## src/sv/pfc_pkg.sv

```systemverilog
// Shared types, constants and helper functions of the Playfair cipher stream.
package pfc_pkg;

  // Alphabet and grid dimensions.
  localparam int unsigned LETTERS    = 26;
  localparam int unsigned GRID_CELLS = 25;
  localparam int unsigned GRID_SIDE  = 5;
  localparam int unsigned LETTER_W   = 5;
  localparam int unsigned POS_W      = 5;
  localparam int unsigned RC_W       = 3;
  localparam int unsigned CHAR_W     = 7;

  // Letter indexes with a special role.
  localparam logic [LETTER_W-1:0] LETTER_I    = 5'd8;
  localparam logic [LETTER_W-1:0] LETTER_J    = 5'd9;
  localparam logic [LETTER_W-1:0] LETTER_X    = 5'd23;
  localparam logic [LETTER_W-1:0] LETTER_LAST = 5'd25;

  // ASCII anchors.
  localparam logic [7:0] ASCII_UPPER_A = 8'h41;
  localparam logic [7:0] ASCII_UPPER_Z = 8'h5A;
  localparam logic [7:0] ASCII_LOWER_A = 8'h61;
  localparam logic [7:0] ASCII_LOWER_Z = 8'h7A;
  localparam logic [7:0] ASCII_CASE    = 8'h20;

  // Configuration port.
  localparam int unsigned PADDR_W = 3;
  localparam int unsigned PDATA_W = 32;
  localparam logic        REG_MODE = 1'b0;

  // Input operation codes.
  typedef enum logic [2:0] {
    OP_CLEAR  = 3'd0,
    OP_KEY    = 3'd1,
    OP_FINISH = 3'd2,
    OP_TEXT   = 3'd3,
    OP_END    = 3'd4
  } op_e;

  // Decoded input byte.
  typedef struct packed {
    logic                valid;
    logic [LETTER_W-1:0] letter;
  } letter_t;

  // Row and column of a grid cell.
  typedef struct packed {
    logic [RC_W-1:0] row;
    logic [RC_W-1:0] col;
  } rc_t;

  // One result transaction.
  typedef struct packed {
    logic [CHAR_W-1:0] out_char;
    logic              last;
  } result_t;

  // Results handed from the engine to the output queue.
  typedef struct packed {
    logic    push;
    logic    two;
    result_t r0;
    result_t r1;
  } push_t;

  // Folds case, drops non-letters and maps j onto i.
  function automatic letter_t to_letter(input logic [7:0] b);
    logic [7:0] c;
    letter_t    res;
    c = b;
    if (b >= ASCII_UPPER_A && b <= ASCII_UPPER_Z) begin
      c = b + ASCII_CASE;
    end
    res.valid  = (c >= ASCII_LOWER_A) && (c <= ASCII_LOWER_Z);
    res.letter = LETTER_W'(c - ASCII_LOWER_A);
    if (res.letter == LETTER_J) begin
      res.letter = LETTER_I;
    end
    return res;
  endfunction

  // Splits a grid position into row and column.
  function automatic rc_t pos_to_rc(input logic [POS_W-1:0] pos);
    rc_t res;
    res = '0;
    for (int r = 0; r < GRID_SIDE; r++) begin
      for (int c = 0; c < GRID_SIDE; c++) begin
        if (pos == POS_W'(r * GRID_SIDE + c)) begin
          res.row = RC_W'(r);
          res.col = RC_W'(c);
        end
      end
    end
    return res;
  endfunction

  // Adds the cipher shift modulo five: one to encipher, four to decipher.
  function automatic logic [RC_W-1:0] shift_mod5(input logic [RC_W-1:0] v, input logic dec);
    logic [RC_W-1:0] res;
    if (dec) begin
      res = (v == '0) ? RC_W'(GRID_SIDE - 1) : v - 1'b1;
    end else begin
      res = (v == RC_W'(GRID_SIDE - 1)) ? '0 : v + 1'b1;
    end
    return res;
  endfunction

  // Grid position of a row and column.
  function automatic logic [POS_W-1:0] rc_to_pos(input logic [RC_W-1:0] row,
                                                 input logic [RC_W-1:0] col);
    return {row[2:0], 2'b00} + POS_W'(row) + POS_W'(col);
  endfunction

  // ASCII code of a letter index.
  function automatic logic [CHAR_W-1:0] letter_to_char(input logic [LETTER_W-1:0] l);
    return CHAR_W'(ASCII_LOWER_A) + CHAR_W'(l);
  endfunction

endpackage

```

## src/sv/pfc_in_if.sv

```systemverilog
// Input channel: operation code and raw byte with a valid/ready handshake.
interface pfc_in_if;
  logic       valid;
  logic       ready;
  logic [2:0] op;
  logic [7:0] char_byte;

  modport source (output valid, output op, output char_byte, input ready);
  modport sink (input valid, input op, input char_byte, output ready);
endinterface

```

## src/sv/pfc_out_if.sv

```systemverilog
// Output channel: one letter and its last flag with a valid/ready handshake.
interface pfc_out_if;
  logic       valid;
  logic       ready;
  logic [6:0] out_char;
  logic       last;

  modport source (output valid, output out_char, output last, input ready);
  modport sink (input valid, input out_char, input last, output ready);
endinterface

```

## src/sv/pfc_ram.sv

```systemverilog
// Generic RAM with one write port and two registered read ports.
module pfc_ram #(
  parameter int unsigned WIDTH = 5,
  parameter int unsigned DEPTH = 32
) (
  input  logic                     clk_i,
  input  logic                     we_i,
  input  logic [$clog2(DEPTH)-1:0] waddr_i,
  input  logic [WIDTH-1:0]         wdata_i,
  input  logic [$clog2(DEPTH)-1:0] raddr_a_i,
  input  logic [$clog2(DEPTH)-1:0] raddr_b_i,
  output logic [WIDTH-1:0]         rdata_a_o,
  output logic [WIDTH-1:0]         rdata_b_o
);

  logic [WIDTH-1:0] mem_q [DEPTH];
  logic [WIDTH-1:0] rdata_a_q;
  logic [WIDTH-1:0] rdata_b_q;

  // Write port.
  always_ff @(posedge clk_i) begin
    if (we_i) begin
      mem_q[waddr_i] <= wdata_i;
    end
  end

  // Registered read ports.
  always_ff @(posedge clk_i) begin
    rdata_a_q <= mem_q[raddr_a_i];
    rdata_b_q <= mem_q[raddr_b_i];
  end

  assign rdata_a_o = rdata_a_q;
  assign rdata_b_o = rdata_b_q;

endmodule

```

## src/sv/pfc_outq.sv

```systemverilog
// Two-entry result queue that drives the output channel.
module pfc_outq
  import pfc_pkg::*;
(
  input  logic             clk_i,
  input  logic             rst_ni,
  input  push_t            push_i,
  output logic             empty_o,
  pfc_out_if.source        out_o
);

  logic [1:0] count_q;
  result_t    e0_q;
  result_t    e1_q;
  logic       pop;

  assign pop         = out_o.valid && out_o.ready;
  assign empty_o     = (count_q == 2'd0);
  assign out_o.valid = (count_q != 2'd0);
  assign out_o.out_char = e0_q.out_char;
  assign out_o.last     = e0_q.last;

  // Fill level; the engine pushes only into an empty queue.
  always_ff @(posedge clk_i or negedge rst_ni) begin
    if (!rst_ni) begin
      count_q <= 2'd0;
    end else if (push_i.push) begin
      count_q <= push_i.two ? 2'd2 : 2'd1;
    end else if (pop) begin
      count_q <= count_q - 2'd1;
    end
  end

  // Entries shift toward the head as results are taken.
  always_ff @(posedge clk_i) begin
    if (push_i.push) begin
      e0_q <= push_i.r0;
      e1_q <= push_i.r1;
    end else if (pop) begin
      e0_q <= e1_q;
    end
  end

endmodule

```

## src/sv/pfc_engine.sv

```systemverilog
// Key grid and position memories with the sequencer that builds and reads them.
module pfc_engine
  import pfc_pkg::*;
(
  input  logic       clk_i,
  input  logic       rst_ni,
  input  logic       mode_i,
  pfc_in_if.sink     in_i,
  input  logic       q_empty_i,
  output push_t      push_o
);

  typedef enum logic [2:0] {
    S_IDLE,
    S_FILL,
    S_POS,
    S_GRID,
    S_EMIT
  } state_e;

  state_e              state_q;
  logic [LETTERS-1:0]  used_q;
  logic [POS_W-1:0]    fill_q;
  logic                pend_v_q;
  logic [LETTER_W-1:0] pend_l_q;
  logic                dec_q;
  logic [LETTER_W-1:0] fill_c_q;
  logic [LETTER_W-1:0] res0_q;
  logic [LETTER_W-1:0] res1_q;
  logic                two_q;

  logic                accept;
  op_e                 op;
  letter_t             in_l;
  logic [LETTER_W-1:0] wletter;
  logic                cand;
  logic                place;
  logic [LETTER_W-1:0] pos_raddr_b;
  logic [POS_W-1:0]    pos_rd_a;
  logic [POS_W-1:0]    pos_rd_b;
  logic [LETTER_W-1:0] grid_rd_a;
  logic [LETTER_W-1:0] grid_rd_b;
  rc_t                 rc_a;
  rc_t                 rc_b;
  logic [POS_W-1:0]    g0;
  logic [POS_W-1:0]    g1;
  logic                full;

  assign in_i.ready = (state_q == S_IDLE);
  assign accept     = in_i.valid && in_i.ready;
  assign op         = op_e'(in_i.op);
  assign in_l       = to_letter(in_i.char_byte);
  assign full       = (fill_q >= POS_W'(GRID_CELLS));

  // Placement of one letter into the grid, from a key byte or the fill sweep.
  always_comb begin
    wletter = in_l.letter;
    cand    = accept && (op == OP_KEY) && in_l.valid;
    if (state_q == S_FILL) begin
      wletter = fill_c_q;
      cand    = (fill_c_q != LETTER_J);
    end
  end
  assign place = cand && !full && !used_q[wletter];

  // Second position read: the partner letter, or x where a filler is inserted.
  assign pos_raddr_b = ((op == OP_END) || (!mode_i && pend_l_q == in_l.letter)) ?
                       LETTER_X : in_l.letter;

  // Row, column and rectangle rules on the two positions.
  always_comb begin
    rc_a = pos_to_rc(pos_rd_a);
    rc_b = pos_to_rc(pos_rd_b);
    if (rc_a.row == rc_b.row) begin
      g0 = rc_to_pos(rc_a.row, shift_mod5(rc_a.col, dec_q));
      g1 = rc_to_pos(rc_b.row, shift_mod5(rc_b.col, dec_q));
    end else if (rc_a.col == rc_b.col) begin
      g0 = rc_to_pos(shift_mod5(rc_a.row, dec_q), rc_a.col);
      g1 = rc_to_pos(shift_mod5(rc_b.row, dec_q), rc_b.col);
    end else begin
      g0 = rc_to_pos(rc_a.row, rc_b.col);
      g1 = rc_to_pos(rc_b.row, rc_a.col);
    end
  end

  // Grid cell to letter.
  pfc_ram #(
    .WIDTH (LETTER_W),
    .DEPTH (GRID_CELLS)
  ) u_grid (
    .clk_i     (clk_i),
    .we_i      (place),
    .waddr_i   (fill_q),
    .wdata_i   (wletter),
    .raddr_a_i (g0),
    .raddr_b_i (g1),
    .rdata_a_o (grid_rd_a),
    .rdata_b_o (grid_rd_b)
  );

  // Letter to grid cell.
  pfc_ram #(
    .WIDTH (POS_W),
    .DEPTH (LETTERS)
  ) u_pos (
    .clk_i     (clk_i),
    .we_i      (place),
    .waddr_i   (wletter),
    .wdata_i   (fill_q),
    .raddr_a_i (pend_l_q),
    .raddr_b_i (pos_raddr_b),
    .rdata_a_o (pos_rd_a),
    .rdata_b_o (pos_rd_b)
  );

  // Results toward the output queue.
  always_comb begin
    push_o.push        = (state_q == S_EMIT) && q_empty_i;
    push_o.two         = two_q;
    push_o.r0.out_char = letter_to_char(res0_q);
    push_o.r0.last     = !two_q;
    push_o.r1.out_char = letter_to_char(res1_q);
    push_o.r1.last     = 1'b1;
  end

  // Sequencer, key state and pending letter.
  always_ff @(posedge clk_i or negedge rst_ni) begin
    if (!rst_ni) begin
      state_q  <= S_IDLE;
      used_q   <= '0;
      fill_q   <= '0;
      pend_v_q <= 1'b0;
      pend_l_q <= '0;
      dec_q    <= 1'b0;
      fill_c_q <= '0;
      res0_q   <= '0;
      res1_q   <= '0;
      two_q    <= 1'b0;
    end else begin
      if (place) begin
        used_q[wletter] <= 1'b1;
        fill_q          <= fill_q + 1'b1;
      end
      case (state_q)
        S_IDLE: begin
          if (accept) begin
            dec_q <= mode_i;
            case (op)
              OP_CLEAR: begin
                used_q   <= '0;
                fill_q   <= '0;
                pend_v_q <= 1'b0;
                pend_l_q <= '0;
              end
              OP_FINISH: begin
                if (!full) begin
                  fill_c_q <= '0;
                  state_q  <= S_FILL;
                end
              end
              OP_TEXT: begin
                if (in_l.valid) begin
                  if (!pend_v_q) begin
                    pend_v_q <= 1'b1;
                    pend_l_q <= in_l.letter;
                  end else if (pend_l_q == in_l.letter && pend_l_q == LETTER_X) begin
                    // A literal xx pair passes through unchanged.
                    res0_q  <= LETTER_X;
                    res1_q  <= LETTER_X;
                    two_q   <= 1'b1;
                    state_q <= S_EMIT;
                    if (mode_i) begin
                      pend_v_q <= 1'b0;
                      pend_l_q <= '0;
                    end
                  end else begin
                    state_q <= S_POS;
                    // A doubled letter while enciphering keeps its second copy pending.
                    if (mode_i || pend_l_q != in_l.letter) begin
                      pend_v_q <= 1'b0;
                      pend_l_q <= '0;
                    end
                  end
                end
              end
              OP_END: begin
                if (pend_v_q) begin
                  res0_q   <= pend_l_q;
                  two_q    <= 1'b0;
                  pend_v_q <= 1'b0;
                  pend_l_q <= '0;
                  // The odd tail is emitted as is when deciphering or when it is x.
                  state_q  <= (mode_i || pend_l_q == LETTER_X) ? S_EMIT : S_POS;
                end
              end
              default: begin
              end
            endcase
          end
        end
        S_FILL: begin
          fill_c_q <= fill_c_q + 1'b1;
          if (fill_c_q == LETTER_LAST) begin
            state_q <= S_IDLE;
          end
        end
        S_POS: begin
          state_q <= S_GRID;
        end
        S_GRID: begin
          res0_q  <= grid_rd_a;
          res1_q  <= grid_rd_b;
          two_q   <= 1'b1;
          state_q <= S_EMIT;
        end
        S_EMIT: begin
          if (q_empty_i) begin
            state_q <= S_IDLE;
          end
        end
        default: begin
          state_q <= S_IDLE;
        end
      endcase
    end
  end

endmodule

```

## src/sv/playfair_cipher_stream.sv

```systemverilog
// Top level of the Playfair cipher stream: configuration port, engine and output queue.
//
// Usage: bytes enter on in_i with an operation code (clear key, key byte,
// finish key, text byte, end of message). Lower-case letters leave on out_o,
// one per transaction, with last set on the final letter caused by an input.
// The mode register at byte address 0 selects encipher (0) or decipher (1)
// and is written over the APB-style port; the user must write it only while
// the block is idle, which the block does not enforce. Key bytes, clear and
// unpaired text bytes are handled in the idle state. A text byte that completes
// a pair goes through accept and position read, grid read, capture, and
// hand-off to the output queue. A literal xx pair and an odd tail sent as
// is go through accept and hand-off; an odd tail padded with x goes through
// the same steps as a pair. Finish key sweeps the alphabet one letter a cycle
// through both memories. Results reach out_o in the cycle after hand-off.
// Reset clears the key state, the pending letter, the queue and the mode.
// The grid memories are not cleared; a key must be built before text.
// When the receiver stalls, up to two results wait in the queue while the
// next input is accepted; an item that produces results then waits until
// the queue has drained.
module playfair_cipher_stream
  import pfc_pkg::*;
(
  input  logic               clk_i,
  input  logic               rst_ni,
  pfc_in_if.sink             in_i,
  pfc_out_if.source          out_o,
  input  logic               psel,
  input  logic               penable,
  input  logic               pwrite,
  input  logic [PADDR_W-1:0] paddr,
  input  logic [PDATA_W-1:0] pwdata,
  output logic [PDATA_W-1:0] prdata,
  output logic               pready
);

  logic  mode_q;
  logic  q_empty;
  push_t push;

  // Configuration register.
  assign pready = 1'b1;
  assign prdata = (paddr[2] == REG_MODE) ? {{(PDATA_W-1){1'b0}}, mode_q} : '0;

  always_ff @(posedge clk_i or negedge rst_ni) begin
    if (!rst_ni) begin
      mode_q <= 1'b0;
    end else if (psel && penable && pwrite && pready && paddr[2] == REG_MODE) begin
      mode_q <= pwdata[0];
    end
  end

  // Grid build and lookup.
  pfc_engine u_engine (
    .clk_i     (clk_i),
    .rst_ni    (rst_ni),
    .mode_i    (mode_q),
    .in_i      (in_i),
    .q_empty_i (q_empty),
    .push_o    (push)
  );

  // Result queue.
  pfc_outq u_outq (
    .clk_i   (clk_i),
    .rst_ni  (rst_ni),
    .push_i  (push),
    .empty_o (q_empty),
    .out_o   (out_o)
  );

endmodule
```

## src/flat_wrapper.sv

```systemverilog
// flat-port wrapper written by rule: the top's interface ports become plain ports
module playfair_cipher_stream_flat import pfc_pkg::*;
  (clk_i, rst_ni, psel, penable, pwrite, paddr, pwdata, prdata, pready, in_i_valid, in_i_op, in_i_char_byte, in_i_ready, out_o_valid, out_o_out_char, out_o_last, out_o_ready);
  pfc_in_if in_i_i ();
  pfc_out_if out_o_i ();
  input  logic clk_i;
  input  logic rst_ni;
  input  logic psel;
  input  logic penable;
  input  logic pwrite;
  input  logic [PADDR_W-1:0] paddr;
  input  logic [PDATA_W-1:0] pwdata;
  output logic [PDATA_W-1:0] prdata;
  output logic pready;
  input wire logic [$bits(in_i_i.valid)-1:0] in_i_valid;
  input wire logic [$bits(in_i_i.op)-1:0] in_i_op;
  input wire logic [$bits(in_i_i.char_byte)-1:0] in_i_char_byte;
  output wire logic [$bits(in_i_i.ready)-1:0] in_i_ready;
  output wire logic [$bits(out_o_i.valid)-1:0] out_o_valid;
  output wire logic [$bits(out_o_i.out_char)-1:0] out_o_out_char;
  output wire logic [$bits(out_o_i.last)-1:0] out_o_last;
  input wire logic [$bits(out_o_i.ready)-1:0] out_o_ready;
  assign in_i_i.valid = in_i_valid;
  assign in_i_i.op = in_i_op;
  assign in_i_i.char_byte = in_i_char_byte;
  assign in_i_ready = in_i_i.ready;
  assign out_o_valid = out_o_i.valid;
  assign out_o_out_char = out_o_i.out_char;
  assign out_o_last = out_o_i.last;
  assign out_o_i.ready = out_o_ready;
  playfair_cipher_stream u_core (.clk_i(clk_i), .rst_ni(rst_ni), .in_i(in_i_i), .out_o(out_o_i), .psel(psel), .penable(penable), .pwrite(pwrite), .paddr(paddr), .pwdata(pwdata), .prdata(prdata), .pready(pready));
endmodule
```

## config.mk

```make
export PLATFORM = sky130hd
export DESIGN_NAME = playfair_cipher_stream_flat
export DESIGN_NICKNAME = d
export VERILOG_FILES = /design/src/sv/pfc_pkg.sv /design/src/sv/pfc_in_if.sv /design/src/sv/pfc_out_if.sv /design/src/sv/pfc_ram.sv /design/src/sv/pfc_outq.sv /design/src/sv/pfc_engine.sv /design/src/sv/playfair_cipher_stream.sv /design/src/flat_wrapper.sv
export SDC_FILE = /design/constraint.sdc
export NUM_CORES = 1
export LEC_CHECK = 0
export ABC_CLOCK_PERIOD_IN_PS = 4350
export BUFFER_PORTS_ARGS = -buffer_cell sky130_fd_sc_hd__buf_2
export CAP_MARGIN = 20
export CELL_PAD_IN_SITES_DETAIL_PLACEMENT = 0
export CELL_PAD_IN_SITES_GLOBAL_PLACEMENT = 1
export CORE_UTILIZATION = 25
export CTS_CLUSTER_SIZE = 30
export DETAILED_ROUTE_END_ITERATION = 8
export HOLD_SLACK_MARGIN = 0.02
export PLACE_DENSITY = 0.56
export REMOVE_ABC_BUFFERS = 1
export SYNTH_ARGS = -nofsm -noshare
export SYNTH_HDL_FRONTEND = slang
export SYNTH_SLANG_ARGS = --single-unit
export TNS_END_PERCENT = 50
```

## constraint.sdc

```tcl
create_clock -name clk_i -period 4.35 [get_ports clk_i]
set_input_delay 0.87 -clock clk_i [delete_from_list [all_inputs] [get_ports clk_i]]
set_output_delay 0.87 -clock clk_i [all_outputs]
set_load 0.01 [all_outputs]
```

==> out/qor_table.md <==
| Step | Result | Value |
| --- | --- | --- |
| setup path | Endpoint class of the critical path | flop |
| clock tree | Total clock buffers created by CTS | 43 |
| floorplanning | Standard-cell rows | 102 |
| detailed routing | Aggregate routed wire length | 65.78 mm |
| floorplanning | Starting Density | 0.2543 |
| logic synthesis | Fraction of registers with async set/reset | 0.1714 |
| logic synthesis | Most used DFF post-synth | sky130_fd_sc_hd__edfxtp_1 |
| floorplanning | Placeable core area | 0.07798 sq mm |
| layout | Area overhead of the layout relative to synthesis | 24.16% |
| timing | Unrepaired setup endpoints after global routing | yes |
| clock tree | Cell at the root of the clock tree | sky130_fd_sc_hd__clkbuf_16 |
| logic synthesis | Number of synthesized flops with an enable pin | 270 |
| detailed routing | Post-detailed-route DRC marker count | 0 |
| setup path | Critical Path Fanout Max | 7 |
| layout | Design area | 0.02462 sq mm |
| placement | Standard cell area after detailed placement | 0.02254 sq mm |
| timing | Pin slew with the least headroom to its limit | 922.0 ps |
| detailed routing | Starting DRC count in detailed routing | 1278 |
| logic synthesis | Total number of yosys warnings | 0 |
| setup path | Startpoint type of the worst setup path | flop |
| timing | Final worst slack | -292.5 ps |
| logic synthesis | Number of instances in the synthesized netlist | 1791 |
| timing | Max-slew headroom at the worst pin | 0.3853 |
| global route | Total congestion overflow | 0 |
| placement | HPWL after DPL | 45.86 mm |
| global route | Pin count of the biggest net entering global routing | 45 |
| run status | Failing checks | setup timing |
| flow run | Max-cap violation count | 0 |
| detailed routing | Average wire per standard cell | 21.40 um |
| layout | Total area of multi-input combinational cells | 0.009359 sq mm |
| hold path | Min-Delay Path Class | primary input to async pin |
| logic synthesis | Area of the mapped netlist | 0.01983 sq mm |
| logic synthesis | Flops & latches, synth | 350 |
| layout | Diode insertion count for antenna repair | 0 |
| logic synthesis | Unique cell type count in the Yosys netlist | 99 |
| clock tree | Worst-Skew Late Latency | 590 ps |
| logic synthesis | Proportion of synthesized chip area in sequential cells | 0.5049 |
| global route | Combined global-route utilization of all metal layers | 0.1591 |
| layout | Share of post-route cells with drive strength above 1 | 0.2527 |
| placement | RePlAce Congestion | 0.8545 |
| global route | Number of global-route vias before repair | 15530 |
| detailed routing | 1st-pass router iterations | 5 |
| floorplanning | Die Y-Extent | 283.6 um |
| setup path | Arrival time at the worst endpoint | 5150 ps |
| global route | First-pass GRT wire length | 98.64 mm |
| clock tree | CTS tree | yes |
| run status | Result of the run | finished with violations |
| clock tree | # clock sinks | 350 |
| layout | Combined flip-flop and latch cell area | 0.01002 sq mm |
| clock tree | Clock transition at the registers of the reported paths | 60 ps |
| detailed routing | Post-DR vias/cell | 5.167 |
| layout | Total Nets Final | 2114 |
| clock tree | Maximum clock path buffer count | 3 |
| detailed routing | Antenna-violating nets left | 0 |
| timing | Worst clock skew | 28.15 ps |
| setup path | Critical Path RT | 4860 ps |
| timing | Final setup violation count | 10 |
| placement | Pre-CTS worst setup slack | -558.2 ps |
| setup path | Startpoint of the most critical register-to-register path | u_core.u_engine.u_pos.rdata_a_o[2] |
| clock tree | # hold bufs at CTS | 0 |
| timing | Highest clock frequency the design can meet | 0.2154 GHz |
| logic synthesis | Post-Syn Area per Cell | 11.07 sq um |
| timing | Final Cycle Share | 1.067 |
| floorplanning | Top-level I/O count | 96 |
| layout | Number of fill cells | 7826 |
| setup path | Source of the critical timing path | u_core.u_engine.u_pos.rdata_a_o[2] |
| floorplanning | Die boundary width | 283.6 um |
| clock tree | H-tree levels | 2 |
| timing | Final max-slew violation count | 0 |
| floorplanning | Die area | 0.08044 sq mm |
| placement | Count of input and output buffers | 30 |
| detailed routing | Via count | 15882 |
| global route | Antenna violations before repair | 5 |
| timing | Final-report hold violation count | 0 |
| timing | Clock period minus final worst setup slack | 4642 ps |
| setup path | Worst Path Class, Setup | flop to flop |
layer usage:
layer,up-vias,GRT usage,share of wire
met2,615,0.2593,0.47
met4,6,0.04662,0.024
li1,7247,-,-
met1,7915,0.2164,0.44
met5,-,0,0.00056
met3,99,0.02548,0.067
worst max-delay path, cell delays in order, from the launching register on:
cell and delay, ps:
sky130_fd_sc_hd__dfxtp_2 340, sky130_fd_sc_hd__and2_1 160, sky130_fd_sc_hd__a222oi_1 330, sky130_fd_sc_hd__o22ai_2 170, sky130_fd_sc_hd__ha_2 230, sky130_fd_sc_hd__or2_4 220, sky130_fd_sc_hd__mux4_2 480, sky130_fd_sc_hd__fa_1 530
sky130_fd_sc_hd__inv_2 50, sky130_fd_sc_hd__fa_1 470, sky130_fd_sc_hd__and4_4 190, sky130_fd_sc_hd__o31a_1 340, sky130_fd_sc_hd__buf_12 150, sky130_fd_sc_hd__buf_6 110, sky130_fd_sc_hd__mux2i_1 100, sky130_fd_sc_hd__mux2i_1 220
sky130_fd_sc_hd__o211ai_1 210, sky130_fd_sc_hd__a211oi_2 270
layout by cell type (no fill, tap or decap), types with 30 or more instances in the layout:
cell type	count
sky130_fd_sc_hd__o22ai_1	37
sky130_fd_sc_hd__buf_4	217
sky130_fd_sc_hd__mux2i_1	60
sky130_fd_sc_hd__nand3_1	57
sky130_fd_sc_hd__dfrtp_1	59
sky130_fd_sc_hd__o21ai_0	118
sky130_fd_sc_hd__a31oi_1	78
sky130_fd_sc_hd__nor2_1	98
sky130_fd_sc_hd__ha_1	48
sky130_fd_sc_hd__clkbuf_16	44
sky130_fd_sc_hd__mux4_2	34
sky130_fd_sc_hd__a21oi_1	62
sky130_fd_sc_hd__nand2_1	158
sky130_fd_sc_hd__conb_1	32
sky130_fd_sc_hd__inv_1	55
sky130_fd_sc_hd__buf_2	30
sky130_fd_sc_hd__edfxtp_1	270
final timing paths:
| kind | end | slack (ps) | depth (start not counted) |
|---|---|---|---|
| worst min register to register | u_core.u_engine.res1_q[3] | 460 | 2 |
| max in group asynchronous | u_core.u_engine.pend_l_q[0] | 3150 | 2 |
| worst max-delay path | u_core.u_engine.u_grid.rdata_a_o[2] | -290 | 17 |
| min in group clk_i | u_core.u_engine.res1_q[3] | 460 | 2 |
| worst min-delay path | u_core.u_engine.used_q[16] | 440 | 1 |
| worst max register to register | u_core.u_engine.u_grid.rdata_a_o[2] | -290 | 17 |
layout make-up:
type | count | area share
multi-input cells | 1262 | 0.3802
well taps | 1040 | 0.05286
inverters | 61 | 0.009301
repair buffers | 282 | 0.09576
clock inverters | 24 | 0.008996
clock buffers | 55 | 0.04595
flip-flops and latches | 350 | 0.4070
synthesized netlist by cell type (10+ instances only):
master,number,share of area
sky130_fd_sc_hd__clkbuf_1,53,0.010
sky130_fd_sc_hd__nor4_1,15,0.0047
sky130_fd_sc_hd__dfrtp_1,60,0.076
sky130_fd_sc_hd__a32oi_1,15,0.0066
sky130_fd_sc_hd__mux2i_1,60,0.030
sky130_fd_sc_hd__ha_1,53,0.033
sky130_fd_sc_hd__a22o_1,20,0.0088
sky130_fd_sc_hd__or3_1,12,0.0038
sky130_fd_sc_hd__a21oi_1,71,0.018
sky130_fd_sc_hd__o31ai_1,10,0.0038
sky130_fd_sc_hd__o21a_1,14,0.0053
sky130_fd_sc_hd__o22ai_1,49,0.015
sky130_fd_sc_hd__nor3_1,12,0.0030
sky130_fd_sc_hd__dfxtp_1,20,0.020
sky130_fd_sc_hd__a21o_1,17,0.0064
sky130_fd_sc_hd__buf_4,47,0.018
sky130_fd_sc_hd__o21ai_0,119,0.030
sky130_fd_sc_hd__a31oi_1,78,0.025
sky130_fd_sc_hd__nor3_2,13,0.0066
sky130_fd_sc_hd__nand2_1,161,0.030
sky130_fd_sc_hd__a22oi_1,23,0.0087
sky130_fd_sc_hd__inv_1,59,0.011
sky130_fd_sc_hd__nand3_1,60,0.015
sky130_fd_sc_hd__buf_2,34,0.0086
sky130_fd_sc_hd__mux4_2,34,0.039
sky130_fd_sc_hd__o21ai_1,10,0.0025
sky130_fd_sc_hd__a211oi_1,28,0.011
sky130_fd_sc_hd__o221ai_1,12,0.0053
sky130_fd_sc_hd__edfxtp_1,270,0.41
sky130_fd_sc_hd__nor2_1,102,0.019
sky130_fd_sc_hd__nand2b_1,12,0.0038
sky130_fd_sc_hd__nor2b_1,17,0.0054
sky130_fd_sc_hd__xnor2_1,28,0.012
sky130_fd_sc_hd__xor2_1,12,0.0053
flip-flops by register name, summed over array words and instances, names as in the netlist, 2 cells and up:
| register | count |
|---|---|
| u_core.u_engine.res1_q | 5 |
| u_core.u_engine.u_pos.rdata_a_o | 5 |
| u_core.u_engine.u_pos.rdata_b_o | 5 |
| u_core.u_outq.e1_q | 7 |
| u_core.u_engine.u_grid.mem_q | 125 |
| u_core.u_engine.res0_q | 5 |
| u_core.u_engine.u_grid.rdata_a_o | 5 |
| u_core.u_engine.fill_c_q | 5 |
| u_core.u_engine.used_q | 26 |
| u_core.u_outq.count_q | 2 |
| u_core.u_engine.u_grid.rdata_b_o | 5 |
| u_core.u_engine.pend_l_q | 5 |
| u_core.u_engine.fill_q | 5 |
| u_core.u_engine.state_q | 3 |
| u_core.u_outq.out_o.out_char | 7 |
| u_core.u_engine.u_pos.mem_q | 130 |
kinds of logic after synthesis:
family	share of synthesized area
AO/OA/AOI/OAI	0.1870
AND/OR/NAND/NOR	0.1208
flip-flops	0.5049
buffers and inverters	0.05295
multiplexers	0.07062
adder cells (fa/ha/maj)	0.04152
XOR/XNOR	0.02190
other	0.0003788
through the flow:
step	TNS [ps]	util	hold WS (ps)	instances
2_1_floorplan	-37310	-	428.8	1673
3_3_place_gp	-20100	0.2887	447.6	2970
3_5_place_dp	-26260	0.2891	456.1	2972
4_1_cts	-2594	0.3120	449.6	3063
5_1_grt	-3253	0.3157	489.7	3074
6_report	-2072	0.3157	440.9	3074
what timing repair did:
item / in CTS / in global routing
pin swaps: 44 / 22
setup endpoints to repair: 10 / 12
cloned: 0 / 2
setup buffers: 13 / 8
hold endpoints to repair: 0 / 0
gates resized for setup: 72 / 39
Power is not shown: default switching activity piles up to over one toggle a cycle in this logic, so the estimate is an artifact.
